## src/hw/rtl/pexp_pkg.sv

```systemverilog
`timescale 1ns / 1ps
// ----------------------------------------------------------------------------
// pexp_pkg: shared types and constants of the expression evaluator
// Holds the operation codes, the queue item and stack frame types, the
// character codes and the status codes.
// ----------------------------------------------------------------------------
package pexp_pkg;

  // Operation decoded from one input character.
  typedef enum logic [2:0] {
    OP_NOP,
    OP_DIGIT,
    OP_PLUS,
    OP_MINUS,
    OP_OPEN,
    OP_CLOSE
  } op_t;

  // One classified character as it travels from the front end to the back end.
  typedef struct packed {
    op_t        op;
    logic [3:0] digit;
    logic       last;
  } item_t;

  // One saved nesting level: outer sum and the sign pending before '('.
  typedef struct packed {
    logic        neg;
    logic [31:0] sum;
  } frame_t;

  // Character codes.
  localparam logic [7:0] CH_ZERO  = 8'h30;
  localparam logic [7:0] CH_NINE  = 8'h39;
  localparam logic [7:0] CH_PLUS  = 8'h2B;
  localparam logic [7:0] CH_MINUS = 8'h2D;
  localparam logic [7:0] CH_OPEN  = 8'h28;
  localparam logic [7:0] CH_CLOSE = 8'h29;

  localparam logic [31:0] RADIX = 32'd10;

  // Status codes.
  localparam logic [1:0] ST_OK        = 2'd0;
  localparam logic [1:0] ST_OVERFLOW  = 2'd1;
  localparam logic [1:0] ST_UNMATCHED = 2'd2;
  localparam logic [1:0] ST_UNCLOSED  = 2'd3;

endpackage

```

## src/hw/rtl/paren_expression_evaluator_unit.sv

```systemverilog
`timescale 1ns / 1ps
// ----------------------------------------------------------------------------
// paren_expression_evaluator_unit: add/subtract expression evaluator
// Evaluates a character stream of digits, '+', '-', '(' and ')' with 32-bit
// wrapping arithmetic and emits the sum and a status at the end of each
// expression.
//
//   Channel  Dir  Payload                          Transfer
//   in_      in   tdata[7:0] ch, tlast last        one per character
//   out_     out  tdata[31:0] value, tuser status  one per expression
//
// Sustains one character per cycle while no held result stalls a last
// character; a result is offered from the output register, reached through
// the queue, after the transfer of its last character.
// The rate is set by the execute step of the back end, which for each item
// updates the sums and the frame stack RAM (one write, one prefetch read).
// A two-entry queue decouples classification from execution; a result held
// in the output register stalls only the next last character.
// Synchronous active-low reset clears evaluation and control state, not data;
// the stack RAM needs no clearing pass since only written frames are read.
// ----------------------------------------------------------------------------
module paren_expression_evaluator_unit #(
  parameter int NEST_DEPTH = 32
) (
  input  logic        clk,
  input  logic        rst_n,
  input  logic        in_tvalid,
  output logic        in_tready,
  input  logic [7:0]  in_tdata,   // [7:0] ch
  input  logic        in_tlast,
  output logic        out_tvalid,
  input  logic        out_tready,
  output logic [31:0] out_tdata,  // [31:0] value (signed)
  output logic [1:0]  out_tuser   // [1:0] status
);

  import pexp_pkg::*;

  logic  fr_valid;
  logic  fr_ready;
  item_t fr_item;
  logic  bk_valid;
  logic  bk_ready;
  item_t bk_item;

  // Classifier.
  pexp_front u_front (
    .in_tvalid (in_tvalid),
    .in_tready (in_tready),
    .in_tdata  (in_tdata),
    .in_tlast  (in_tlast),
    .q_valid   (fr_valid),
    .q_ready   (fr_ready),
    .q_item    (fr_item)
  );

  // Queue between the two halves.
  pexp_fifo u_fifo (
    .clk      (clk),
    .rst_n    (rst_n),
    .wr_valid (fr_valid),
    .wr_ready (fr_ready),
    .wr_item  (fr_item),
    .rd_valid (bk_valid),
    .rd_ready (bk_ready),
    .rd_item  (bk_item)
  );

  // Evaluation engine.
  pexp_back #(
    .NEST_DEPTH (NEST_DEPTH)
  ) u_back (
    .clk        (clk),
    .rst_n      (rst_n),
    .q_valid    (bk_valid),
    .q_ready    (bk_ready),
    .q_item     (bk_item),
    .out_tvalid (out_tvalid),
    .out_tready (out_tready),
    .out_tdata  (out_tdata),
    .out_tuser  (out_tuser)
  );

endmodule

```

## src/hw/rtl/pexp_ram.sv

```systemverilog
`timescale 1ns / 1ps
// ----------------------------------------------------------------------------
// pexp_ram: generic single-write, single-read RAM
// One write port and one read port; read data is registered and shows the
// old contents when the same address is written in the same cycle.
// ----------------------------------------------------------------------------
module pexp_ram #(
  parameter int WIDTH  = 8,
  parameter int DEPTH  = 16,
  parameter int ADDR_W = (DEPTH > 1) ? $clog2(DEPTH) : 1
) (
  input  logic              clk,
  input  logic              wr_en,
  input  logic [ADDR_W-1:0] wr_addr,
  input  logic [WIDTH-1:0]  wr_data,
  input  logic [ADDR_W-1:0] rd_addr,
  output logic [WIDTH-1:0]  rd_data
);

  logic [WIDTH-1:0] mem_r [DEPTH];

  // Write port and registered read port.
  always_ff @(posedge clk) begin
    if (wr_en) begin
      mem_r[wr_addr] <= wr_data;
    end
    rd_data <= mem_r[rd_addr];
  end

endmodule

```

## src/hw/rtl/pexp_front.sv

```systemverilog
`timescale 1ns / 1ps
// ----------------------------------------------------------------------------
// pexp_front: character classifier
// Turns each input character into an operation code with its digit value
// and passes it on to the queue under the stream handshake.
// ----------------------------------------------------------------------------
module pexp_front (
  input  logic           in_tvalid,
  output logic           in_tready,
  input  logic [7:0]     in_tdata,
  input  logic           in_tlast,
  output logic           q_valid,
  input  logic           q_ready,
  output pexp_pkg::item_t q_item
);

  import pexp_pkg::*;

  logic [7:0] digit_off;

  assign digit_off = in_tdata - CH_ZERO;

  // Classify the character; every byte outside the alphabet becomes a no-op.
  always_comb begin
    q_item.op    = OP_NOP;
    q_item.digit = digit_off[3:0];
    q_item.last  = in_tlast;
    if (in_tdata >= CH_ZERO && in_tdata <= CH_NINE) begin
      q_item.op = OP_DIGIT;
    end else if (in_tdata == CH_PLUS) begin
      q_item.op = OP_PLUS;
    end else if (in_tdata == CH_MINUS) begin
      q_item.op = OP_MINUS;
    end else if (in_tdata == CH_OPEN) begin
      q_item.op = OP_OPEN;
    end else if (in_tdata == CH_CLOSE) begin
      q_item.op = OP_CLOSE;
    end
  end

  assign q_valid   = in_tvalid;
  assign in_tready = q_ready;

endmodule

```

## src/hw/rtl/pexp_fifo.sv

```systemverilog
`timescale 1ns / 1ps
// ----------------------------------------------------------------------------
// pexp_fifo: two-entry queue between front end and back end
// Register-based FIFO that takes a push and a pop in the same cycle, so
// both sides run at one item per cycle when not stalled, and stall independently.
// ----------------------------------------------------------------------------
module pexp_fifo (
  input  logic            clk,
  input  logic            rst_n,
  input  logic            wr_valid,
  output logic            wr_ready,
  input  pexp_pkg::item_t wr_item,
  output logic            rd_valid,
  input  logic            rd_ready,
  output pexp_pkg::item_t rd_item
);

  import pexp_pkg::*;

  item_t      slot_r [2];
  logic       wr_ptr_r;
  logic       rd_ptr_r;
  logic [1:0] cnt_r;
  logic       push;
  logic       pop;

  assign wr_ready = (cnt_r != 2'd2);
  assign rd_valid = (cnt_r != 2'd0);
  assign rd_item  = slot_r[rd_ptr_r];
  assign push     = wr_valid && wr_ready;
  assign pop      = rd_valid && rd_ready;

  // Pointers and fill count.
  always_ff @(posedge clk) begin
    if (!rst_n) begin
      wr_ptr_r <= 1'b0;
      rd_ptr_r <= 1'b0;
      cnt_r    <= 2'd0;
    end else begin
      if (push) begin
        wr_ptr_r <= !wr_ptr_r;
      end
      if (pop) begin
        rd_ptr_r <= !rd_ptr_r;
      end
      if (push && !pop) begin
        cnt_r <= cnt_r + 2'd1;
      end else if (pop && !push) begin
        cnt_r <= cnt_r - 2'd1;
      end
    end
  end

  // Storage slots.
  always_ff @(posedge clk) begin
    if (push) begin
      slot_r[wr_ptr_r] <= wr_item;
    end
  end

endmodule

```

## src/hw/rtl/pexp_back.sv

```systemverilog
`timescale 1ns / 1ps
// ----------------------------------------------------------------------------
// pexp_back: evaluation engine
// Executes one operation per cycle unless a last item waits on a held result,
// working on the running sum, the current number and the frame stack, and
// holds the result in an output register. The top frame lives in registers;
// deeper frames sit in a RAM read ahead so a ')' always finds its next frame.
// ----------------------------------------------------------------------------
module pexp_back #(
  parameter int NEST_DEPTH = 32
) (
  input  logic            clk,
  input  logic            rst_n,
  input  logic            q_valid,
  output logic            q_ready,
  input  pexp_pkg::item_t q_item,
  output logic            out_tvalid,
  input  logic            out_tready,
  output logic [31:0]     out_tdata,
  output logic [1:0]      out_tuser
);

  import pexp_pkg::*;

  localparam int CW = $clog2(NEST_DEPTH + 1);
  localparam int AW = (NEST_DEPTH > 1) ? $clog2(NEST_DEPTH) : 1;
  localparam int FW = $bits(frame_t);

  logic [31:0]   sum_r,  sum_nxt;
  logic [31:0]   cur_r,  cur_nxt;
  logic          neg_r,  neg_nxt;
  logic [CW-1:0] cnt_r,  cnt_nxt;
  logic [1:0]    err_r,  err_nxt;
  frame_t        top_r,  top_nxt;
  logic          hit_r,  hit_nxt;
  frame_t        byp_r;
  logic          out_valid_r;
  logic [31:0]   out_value_r;
  logic [1:0]    out_status_r;

  logic          go;
  logic [31:0]   fold;
  logic [31:0]   result;
  logic [1:0]    status;
  frame_t        pop_frame;
  logic [FW-1:0] rd_data;
  logic          wr_en;
  frame_t        wr_data;
  logic [CW:0]   wr_full;
  logic [CW:0]   rd_full;
  logic [AW-1:0] wr_addr;
  logic [AW-1:0] rd_addr;

  // A last item needs the output register free; other items never wait.
  assign go      = q_valid && !(q_item.last && out_valid_r && !out_tready);
  assign q_ready = go;

  // Stack addressing: frame k (0-based) of the count is in RAM at k when it
  // is not the top; the next top is prefetched from count_nxt - 2.
  assign wr_full = {1'b0, cnt_r} - (CW + 1)'(1);
  assign rd_full = {1'b0, cnt_nxt} - (CW + 1)'(2);
  assign wr_addr = wr_full[AW-1:0];
  assign rd_addr = rd_full[AW-1:0];
  assign wr_data = top_r;
  assign hit_nxt = wr_en && (wr_addr == rd_addr);

  assign pop_frame = hit_r ? byp_r : frame_t'(rd_data);
  assign fold      = neg_r ? (sum_r - cur_r) : (sum_r + cur_r);

  // Execute one operation, then close the expression on a last item.
  always_comb begin
    sum_nxt = sum_r;
    cur_nxt = cur_r;
    neg_nxt = neg_r;
    cnt_nxt = cnt_r;
    err_nxt = err_r;
    top_nxt = top_r;
    wr_en   = 1'b0;
    if (go) begin
      case (q_item.op)
        OP_DIGIT: begin
          cur_nxt = (cur_r * RADIX) + {28'd0, q_item.digit};
        end
        OP_PLUS, OP_MINUS: begin
          sum_nxt = fold;
          cur_nxt = 32'd0;
          neg_nxt = (q_item.op == OP_MINUS);
        end
        OP_OPEN: begin
          if (cnt_r < CW'(NEST_DEPTH)) begin
            wr_en   = (cnt_r != '0);
            top_nxt = '{neg: neg_r, sum: sum_r};
            cnt_nxt = cnt_r + CW'(1);
            sum_nxt = 32'd0;
            neg_nxt = 1'b0;
          end else if (err_r == ST_OK) begin
            err_nxt = ST_OVERFLOW;
          end
        end
        OP_CLOSE: begin
          cur_nxt = 32'd0;
          if (cnt_r != '0) begin
            cnt_nxt = cnt_r - CW'(1);
            top_nxt = pop_frame;
            sum_nxt = top_r.neg ? (top_r.sum - fold) : (top_r.sum + fold);
          end else begin
            sum_nxt = fold;
            if (err_r == ST_OK) begin
              err_nxt = ST_UNMATCHED;
            end
          end
        end
        default: begin
        end
      endcase
    end

    // Final fold and status of the expression.
    result = neg_nxt ? (sum_nxt - cur_nxt) : (sum_nxt + cur_nxt);
    if (err_nxt == ST_OK && cnt_nxt != '0) begin
      status = ST_UNCLOSED;
    end else begin
      status = err_nxt;
    end

    if (go && q_item.last) begin
      sum_nxt = 32'd0;
      cur_nxt = 32'd0;
      neg_nxt = 1'b0;
      cnt_nxt = '0;
      err_nxt = ST_OK;
    end
  end

  // Evaluation state.
  always_ff @(posedge clk) begin
    if (!rst_n) begin
      sum_r <= 32'd0;
      cur_r <= 32'd0;
      neg_r <= 1'b0;
      cnt_r <= '0;
      err_r <= ST_OK;
      hit_r <= 1'b0;
    end else begin
      sum_r <= sum_nxt;
      cur_r <= cur_nxt;
      neg_r <= neg_nxt;
      cnt_r <= cnt_nxt;
      err_r <= err_nxt;
      hit_r <= hit_nxt;
    end
  end

  // Top frame and write bypass for a read of the address just written.
  always_ff @(posedge clk) begin
    top_r <= top_nxt;
    byp_r <= wr_data;
  end

  // Output register.
  always_ff @(posedge clk) begin
    if (!rst_n) begin
      out_valid_r <= 1'b0;
    end else if (go && q_item.last) begin
      out_valid_r <= 1'b1;
    end else if (out_tready) begin
      out_valid_r <= 1'b0;
    end
  end

  always_ff @(posedge clk) begin
    if (go && q_item.last) begin
      out_value_r  <= result;
      out_status_r <= status;
    end
  end

  assign out_tvalid = out_valid_r;
  assign out_tdata  = out_value_r;
  assign out_tuser  = out_status_r;

  // Frames below the top.
  pexp_ram #(
    .WIDTH  (FW),
    .DEPTH  (NEST_DEPTH),
    .ADDR_W (AW)
  ) u_stack (
    .clk     (clk),
    .wr_en   (wr_en),
    .wr_addr (wr_addr),
    .wr_data (wr_data),
    .rd_addr (rd_addr),
    .rd_data (rd_data)
  );

endmodule

```

## config.mk

```make
export PLATFORM = sky130hd
export DESIGN_NAME = paren_expression_evaluator_unit
export DESIGN_NICKNAME = d
export VERILOG_FILES = /design/src/hw/rtl/pexp_pkg.sv /design/src/hw/rtl/paren_expression_evaluator_unit.sv /design/src/hw/rtl/pexp_ram.sv /design/src/hw/rtl/pexp_front.sv /design/src/hw/rtl/pexp_fifo.sv /design/src/hw/rtl/pexp_back.sv
export SDC_FILE = /design/constraint.sdc
export NUM_CORES = 2
export LEC_CHECK = 0
export BUFFER_PORTS_ARGS = -buffer_cell sky130_fd_sc_hd__buf_2
export CAP_MARGIN = 30
export CORE_ASPECT_RATIO = 0.75
export CORE_MARGIN = 4
export CORE_UTILIZATION = 57
export CTS_CLUSTER_DIAMETER = 80
export DETAILED_ROUTE_END_ITERATION = 10
export HOLD_SLACK_MARGIN = 0.12
export PLACE_DENSITY = 0.83
export RECOVER_POWER = 50
export REMOVE_ABC_BUFFERS = 1
export SYNTH_ARGS = -nofsm -noshare
export SYNTH_HDL_FRONTEND = slang
export SYNTH_SLANG_ARGS = --single-unit
```

## constraint.sdc

```tcl
create_clock -name clk -period 8.8 [get_ports clk]
set_clock_uncertainty 0.2 [all_clocks]
set_input_delay 1.76 -clock clk [delete_from_list [all_inputs] [get_ports clk]]
set_output_delay 1.76 -clock clk [all_outputs]
set_load 0.05 [all_outputs]
```

Word level (Yosys, flattened, before mapping)
Memory sizes are Yosys's and may differ from the RTL's. A register that Yosys moved wholly into a read port is not among the register bits.
Cells that the tools add are included.
{"block": "totals", "ff_bits": 179, "mem_bits_rw": 1072, "inputBits": 13, "out_inout_bits": 36, "word_cells": 124, "n_memories": 2}
{"memory": "u_back.u_stack.mem_r", "depth": 32, "width": 33, "read_ports": 1, "rd_ports_with_merged_regs": 1, "write_ports": 1, "line_no": "pexp_ram.sv:20", "rtl": "logic [WIDTH-1:0] mem_r [DEPTH];"}
{"memory": "u_fifo.slot_r", "depth": 2, "width": 8, "read_ports": 1, "rd_ports_with_merged_regs": 1, "write_ports": 1, "line_no": "pexp_fifo.sv:20", "rtl": "item_t slot_r [2];"}
{"block": "op_classes", "addsub": 14, "multipliers": 1, "magnitude_cmp": 3, "eq_ne": 13, "mux": 45, "bitwise_logic": 1, "reduce_logical": 29}
{"operator": "$mux 32", "n": 7}
{"operator": "$mux 33", "n": 3}
{"operator": "$add 32x32->32", "n": 3}
{"operator": "$pmux 32 s3", "n": 1}
{"operator": "$sub 32x32->32", "n": 3}
{"operator": "$pmux 33 s2", "n": 1}
{"operator": "$pmux 32 s2", "n": 1}
{"operator": "$add 32x4->32", "n": 1}
{"operator": "$eq 8x6->1 const B", "n": 4}
{"operator": "$mul 32x3->31 const B", "n": 1}
{"operator": "$mux 6", "n": 4}
{"operator": "$mux 3", "n": 5}
{"operator": "$mux 2", "n": 7}
{"operator": "$mux 1", "n": 13}
{"operator": "$pmux 6 s2", "n": 1}
{"operator": "$reduce_bool 6->1", "n": 2}
{"operator": "$logic_and 1x1->1", "n": 11}
{"operator": "$ge 8x6->1 const B", "n": 1}
{"operator": "$le 8x6->1 const B", "n": 1}
{"operator": "$reduce_bool 2->1", "n": 4}
{"operator": "$add 6x1->6 const B", "n": 1}
{"operator": "$eq 3x2->1 const B", "n": 2}
{"operator": "$eq 3x3->1 const B", "n": 2}
{"operator": "$logic_not 1->1", "n": 6}
{"operator": "other kinds (18)", "n": 21}

Logic depth before layout (Yosys ltp)
{"block": "depth", "word_depth": 9, "depth_mapped": 41, "mapped_depth_nobuf": 40}

Hierarchy
From an unflattened synthesis, not the netlist that was laid out.
{"block": "unflattened", "cells_unflattened": 4403, "area_unflattened_um2": 59268.1}
{"mod": "pexp_ram", "instances": 1, "cells_each": 2332, "area_per_inst_um2": 41813.9, "seq_area_each_um2": 32371.0}
{"mod": "pexp_back", "instances": 1, "cells_each": 2005, "area_per_inst_um2": 16510.8, "seq_area_each_um2": 4174.0}
{"mod": "pexp_fifo", "instances": 1, "cells_each": 50, "area_per_inst_um2": 809.5, "seq_area_each_um2": 580.6}
{"mod": "pexp_front", "instances": 1, "cells_each": 16, "area_per_inst_um2": 133.9, "seq_area_each_um2": 0.0}

Worst setup path before layout
Ideal clock, no wire load.
{"block": "synth_path", "path_type": "reg2reg", "start": "register u_back.cur_r[1]", "end": "register u_back.out_value_r[31] (netlist: u_back.out_tdata[31]), data pin", "setup_time_ns": 0.268, "arrival_ns": 7.882, "t_required_ns": 8.332, "setup_slack_ns": 0.450, "path_stages_with_launch": 37, "n_path_buf": 1, "period_less_slack_ns": 8.350, "cell_sequence": "dfxtp_1 -> nor3_1 -> nand2_1 -> nor3_1 -> a21oi_1 -> xnor2_1 -> ha_1 -> clkbuf_1 -> nor2b_1 -> a221o_1 -> a311o_1 -> nor4_2 -> and2_1 -> nand2_1 -> nor2_1 -> nor2_1 -> xnor2_1 -> ha_1 -> a21o_1 -> a21o_1 -> or4_1 -> a21oi_1 -> nor3_1 -> a21o_1 -> a21oi_1 -> xnor2_1 -> a221o_1 -> ha_1 -> o21ai_0 -> nand2b_1 -> nand2_1 -> a21oi_1 -> a221o_1 -> a21oi_1 -> o21bai_1 -> a211oi_1 -> xnor3_1"}
{"block": "synth_between", "elab_chain_len": 9, "word_cells_on_any_way": 16, "cone_classes": "add/sub: 7; mul: 1; mux: 8"}
{"item": "start: declaration", "line_no": "pexp_back.sv:30", "rtl": "logic [31:0] cur_r, cur_nxt;"}
{"item": "start signal: assignment", "line_no": "pexp_back.sv:146", "rtl": "cur_r <= cur_nxt;"}
{"item": "parallel branches: the longest is 8 deep, another holds $mul 32x3->31"}
{"item": "$mux 32 *", "line_no": "pexp_back.sv:119", "rtl": "result = neg_nxt ? (sum_nxt - cur_nxt) : (sum_nxt + cur_nxt);"}
{"item": "net u_back.result[31]", "line_no": "pexp_back.sv:43", "rtl": "logic [31:0] result;"}
{"item": "end signal: assignment", "line_no": "pexp_back.sv:173", "rtl": "out_value_r <= result;"}
{"item": "end: declaration", "line_no": "pexp_back.sv:38", "rtl": "logic [31:0] out_value_r;"}
Mark *: on every way through the listed nets, which the timed path passes.
A chain may end at the register's enable or synchronous reset.

Worst setup path in the final report
{"block": "layout_path", "start": "register u_back.cur_r[9]", "end": "register u_back.out_value_r[31] (netlist: u_back.out_tdata[31]), data pin"}
Same word-level chain as after synthesis.

==> impl_results.md <==
* Outcome: finished, violations left
* Failing checks: max-capacitance violations, max-slew violations
* Max-cap violation count at 8
* Chip height at 284 microns
* First-pass GRT wire length at around 230000 microns
* Via density at 6.95
* CP arrival at roughly 9 ns
* Clk pwr share at ~20%
* HPWL Detailed at between 90000 and 100000 microns
* Post-CTS Hold Buffers at 0
* Mapped Area at about 58000 sq um
* Final WL at roughly 160000 microns
* Commonest non-fill, non-tap cell in the layout: edfxtp_1
* Total track usage at 28.9%
* Non-Filler Instances at between 5000 and 6000
* #FFs+latches synth at between 1000 and 1500
* Antenna violations before repair at 0
* Crit path largest cell delay at 0.62 ns
* Post-synth ARST share at 0%
* Vias at between 30000 and 40000
* Most frequent cells in the layout: edfxtp_1, o21ai_0, nor2_1, mux4_2, a21oi_1
* Core area at 100000 sq um
* GP Congestion at between 0.9 and 1
* Layout cells sized above 1 at approximately 15%
* Final period utilization at about 96%
* Max-slew violation count at approximately 280
* Main synth FF type: edfxtp_1
* Num rows at 100
* Final nets at ~4200
* Relative slew slack at -147%
* Die W at around 380 microns
* Placed insts at 5215
* Number of enable flip-flop cells after synthesis at 1139
* Fmax at about 120 MHz
* Initial Util at between 50 and 60%
* Iter 0 DRT Violations at ~6600
* First drt pass iteration count at 8
* Later-pin clock latency in the skew report at ~0.73 ns
* Synth warn at 0
* Area delta synth->final at 10.9%
* Worst-path clk slew at around 0.060 ns
* Crit path launch type: flop
* Multi-input gate area in the final layout at 20200 sq um
* Clock buffer depth at 3
* Die area at about 110000 sq um
* Largest net degree at the start of global routing at approximately 140
* Combinational share of power at around half
* Crit path max fanout at 7
* # IOs at 49
* Net Sw Frac at between 40% and 50%
* Sequential power share at 29.8%
* Setup crit end kind: flop
* NetSw at 10.0 mW
* Final Hold Slack at approximately 0.20 ns
* # fillers at ~6600
* IO Port Bufs at between 40 and 50
* Fin area at about 64000 sq um
* CP max-delay cell: or4_4
* Worst vdd ir at around 0.00040 V
* Setup Viol. Count Final at 0
* RSZ-0062 raised after global routing: false
* Final worst-path setup slack at approximately 0.32 ns
* Post-Syn Instances at ~3900
* Register area share after synthesis at 64.1%
* Cell Area, Placed at 60500 sq um
* Root buffer cell: clkbuf_16
* Number of global-route vias before repair at around 36000
* Mean Syn Cell Area at ~15 sq um
* Hold Fails Final Rpt at 0
* CTS buffer count at between 100 and 150
* H-tree levels at 3
* DRC Markers at 0
* Antenna-violating nets left at 0
* Critical Path RT at ~9.1 ns
* Most common cell on crit path: ha_1
* Setup CP Type: reg2reg
* Grt ovf at 0
* Leak Pwr at approximately 21 nW
* Internal power at about 15 mW
* Fin crit period at roughly 8.5 ns
* Seq. cell area at between 30000 and 40000 sq um
* CTS tree: yes
* Clock Sinks at 1285
* Hold Path Class: reg2reg
* Pre-CTS setup slack at -0.103 ns
* PwrDens at between 300 and 400 nW/um^2
* Slew @ Worst Pin at between 3 and 4 ns
* DR WL/cell at 29.1 microns
* Netlist cell types at about 100
-- cells by family after synthesis --
family,after synthesis,share of synthesized area (%)
XOR/XNOR,218,3.34
buffers and inverters,290,1.92
adder cells (fa/ha/maj),167,3.67
AO/OA/AOI/OAI,1002,11.6
AND/OR/NAND/NOR,702,6.07
flip-flops,1285,64.1
multiplexers,282,9.24
-- cell usage after synthesis, types with 6 or more instances --
| master | number | area [sq um] |
|---|---|---|
| o31ai_1 | 11 | 82.6 |
| or2_2 | 11 | 68.8 |
| mux2i_1 | 46 | 460 |
| o211ai_1 | 22 | 165 |
| nor2_1 | 235 | 882 |
| a22oi_1 | 28 | 210 |
| a22o_1 | 16 | 140 |
| o22ai_1 | 145 | 907 |
| nor2b_1 | 59 | 369 |
| o21bai_1 | 14 | 105 |
| dfxtp_1 | 146 | 2920 |
| nor4_1 | 18 | 113 |
| nand2_1 | 121 | 454 |
| and2_1 | 21 | 131 |
| and4_1 | 6 | 52.6 |
| ha_1 | 162 | 2030 |
| or3_1 | 17 | 106 |
| a32oi_1 | 7 | 61.3 |
| o221ai_1 | 135 | 1180 |
| mux4_2 | 198 | 4460 |
| inv_1 | 75 | 282 |
| nand3_1 | 41 | 205 |
| a211oi_1 | 19 | 143 |
| a21o_1 | 42 | 315 |
| a31oi_1 | 25 | 156 |
| nand4_1 | 21 | 131 |
| edfxtp_1 | 1139 | 34200 |
| a21boi_0 | 11 | 82.6 |
| xnor2_1 | 141 | 1230 |
| o21ai_0 | 233 | 1170 |
| nor3_1 | 57 | 285 |
| xor2_1 | 75 | 657 |
| nand2b_1 | 22 | 138 |
| clkbuf_1 | 191 | 717 |
| o211a_1 | 7 | 70.1 |
| o21a_1 | 30 | 225 |
| and3_1 | 29 | 181 |
| a21oi_1 | 169 | 846 |
| buf_1 | 17 | 63.8 |
| mux2_2 | 38 | 428 |
| nor3b_1 | 11 | 82.6 |
-- worst max-delay path: cells and delay by family, from the launching register on --
| family | cells | cell delay [ns] |
|---|---|---|
| AO/OA/AOI/OAI | 9 | 2.60 |
| AND/OR/NAND/NOR | 10 | 2.52 |
| adder cells (fa/ha/maj) | 3 | 1.12 |
| XOR/XNOR | 5 | 1.07 |
| flip-flops | 1 | 0.41 |
| buffers and inverters | 2 | 0.31 |
-- repair_timing --
action / CTS / global route
setup buffers: 0 / 6
setup endpoints to repair: 1 / 4
pin swaps: 0 / 13
gates cloned: 0 / 0
resized for setup: 9 / 44
-- area by class of cell --
type | instances | area share (%)
flip-flops and latches | 1285 | 57.8
multi-input cells | 2371 | 31.4
clock buffers | 133 | 4.52
well taps | 1326 | 2.58
repair buffers | 181 | 2.05
clock inverters | 75 | 1.14
inverters | 76 | 0.444
diodes | 1 | 0.00390
-- per-layer routing --
metal,up-vias,global-route usage (%),routed length [microns]
met5,-,0,0
li1,16000,-,-
met1,18700,41.7,60400
met4,0,8.94,5340
met2,2819,43.3,71500
met3,393,7.96,21200
-- flip-flops by register name, summed over array words and instances (netlist names), 2 cells and up, named ones only --
signal,count
u_back.u_stack.mem_r,1056
u_back.byp_r,33
u_back.top_r,33
u_back.u_stack.rd_data,33
u_back.cur_r,32
u_back.out_tdata,32
u_back.sum_r,32
u_fifo.slot_r,16
u_back.cnt_r,6
u_back.err_r,2
u_back.out_tuser,2
u_fifo.cnt_r,2
-- power groups by stage --
| stage | combinational [mW] | sequential, mW | clock, mW |
|---|---|---|---|
| after CTS | 11.8 | 7.49 | 4.99 |
| after global routing | 13.4 | 7.43 | 5.25 |
| after detailed placement | 11.5 | 7.62 | 0 |
| final | 12.5 | 7.42 | 4.96 |
| after floorplan | 9.31 | 7.82 | 0 |
| after global placement | 11.2 | 7.64 | 0 |
-- metrics by stage --
step                      power, mW   TNS, ns  util, %
after CTS                      24.3         0     64.2
final                          24.9         0     64.2
after global routing           26.1         0     64.2
after floorplan                17.1  -2088.03        -
after detailed placement       19.1    -0.103     60.5
after global placement         18.8         0     60.1
-- worst paths after layout --
path | from | endpoint | slack (ns) | cells past startpoint
max | u_back.cur_r[9] | u_back.out_tdata[31] | 0.32 | 29
min reg2reg | u_back.top_r[1] | u_back.byp_r[1] | 0.20 | 0
min | u_back.top_r[1] | u_back.byp_r[1] | 0.20 | 0
max reg2reg | u_back.cur_r[9] | u_back.out_tdata[31] | 0.32 | 29
(Power assumes the default switching activity.)
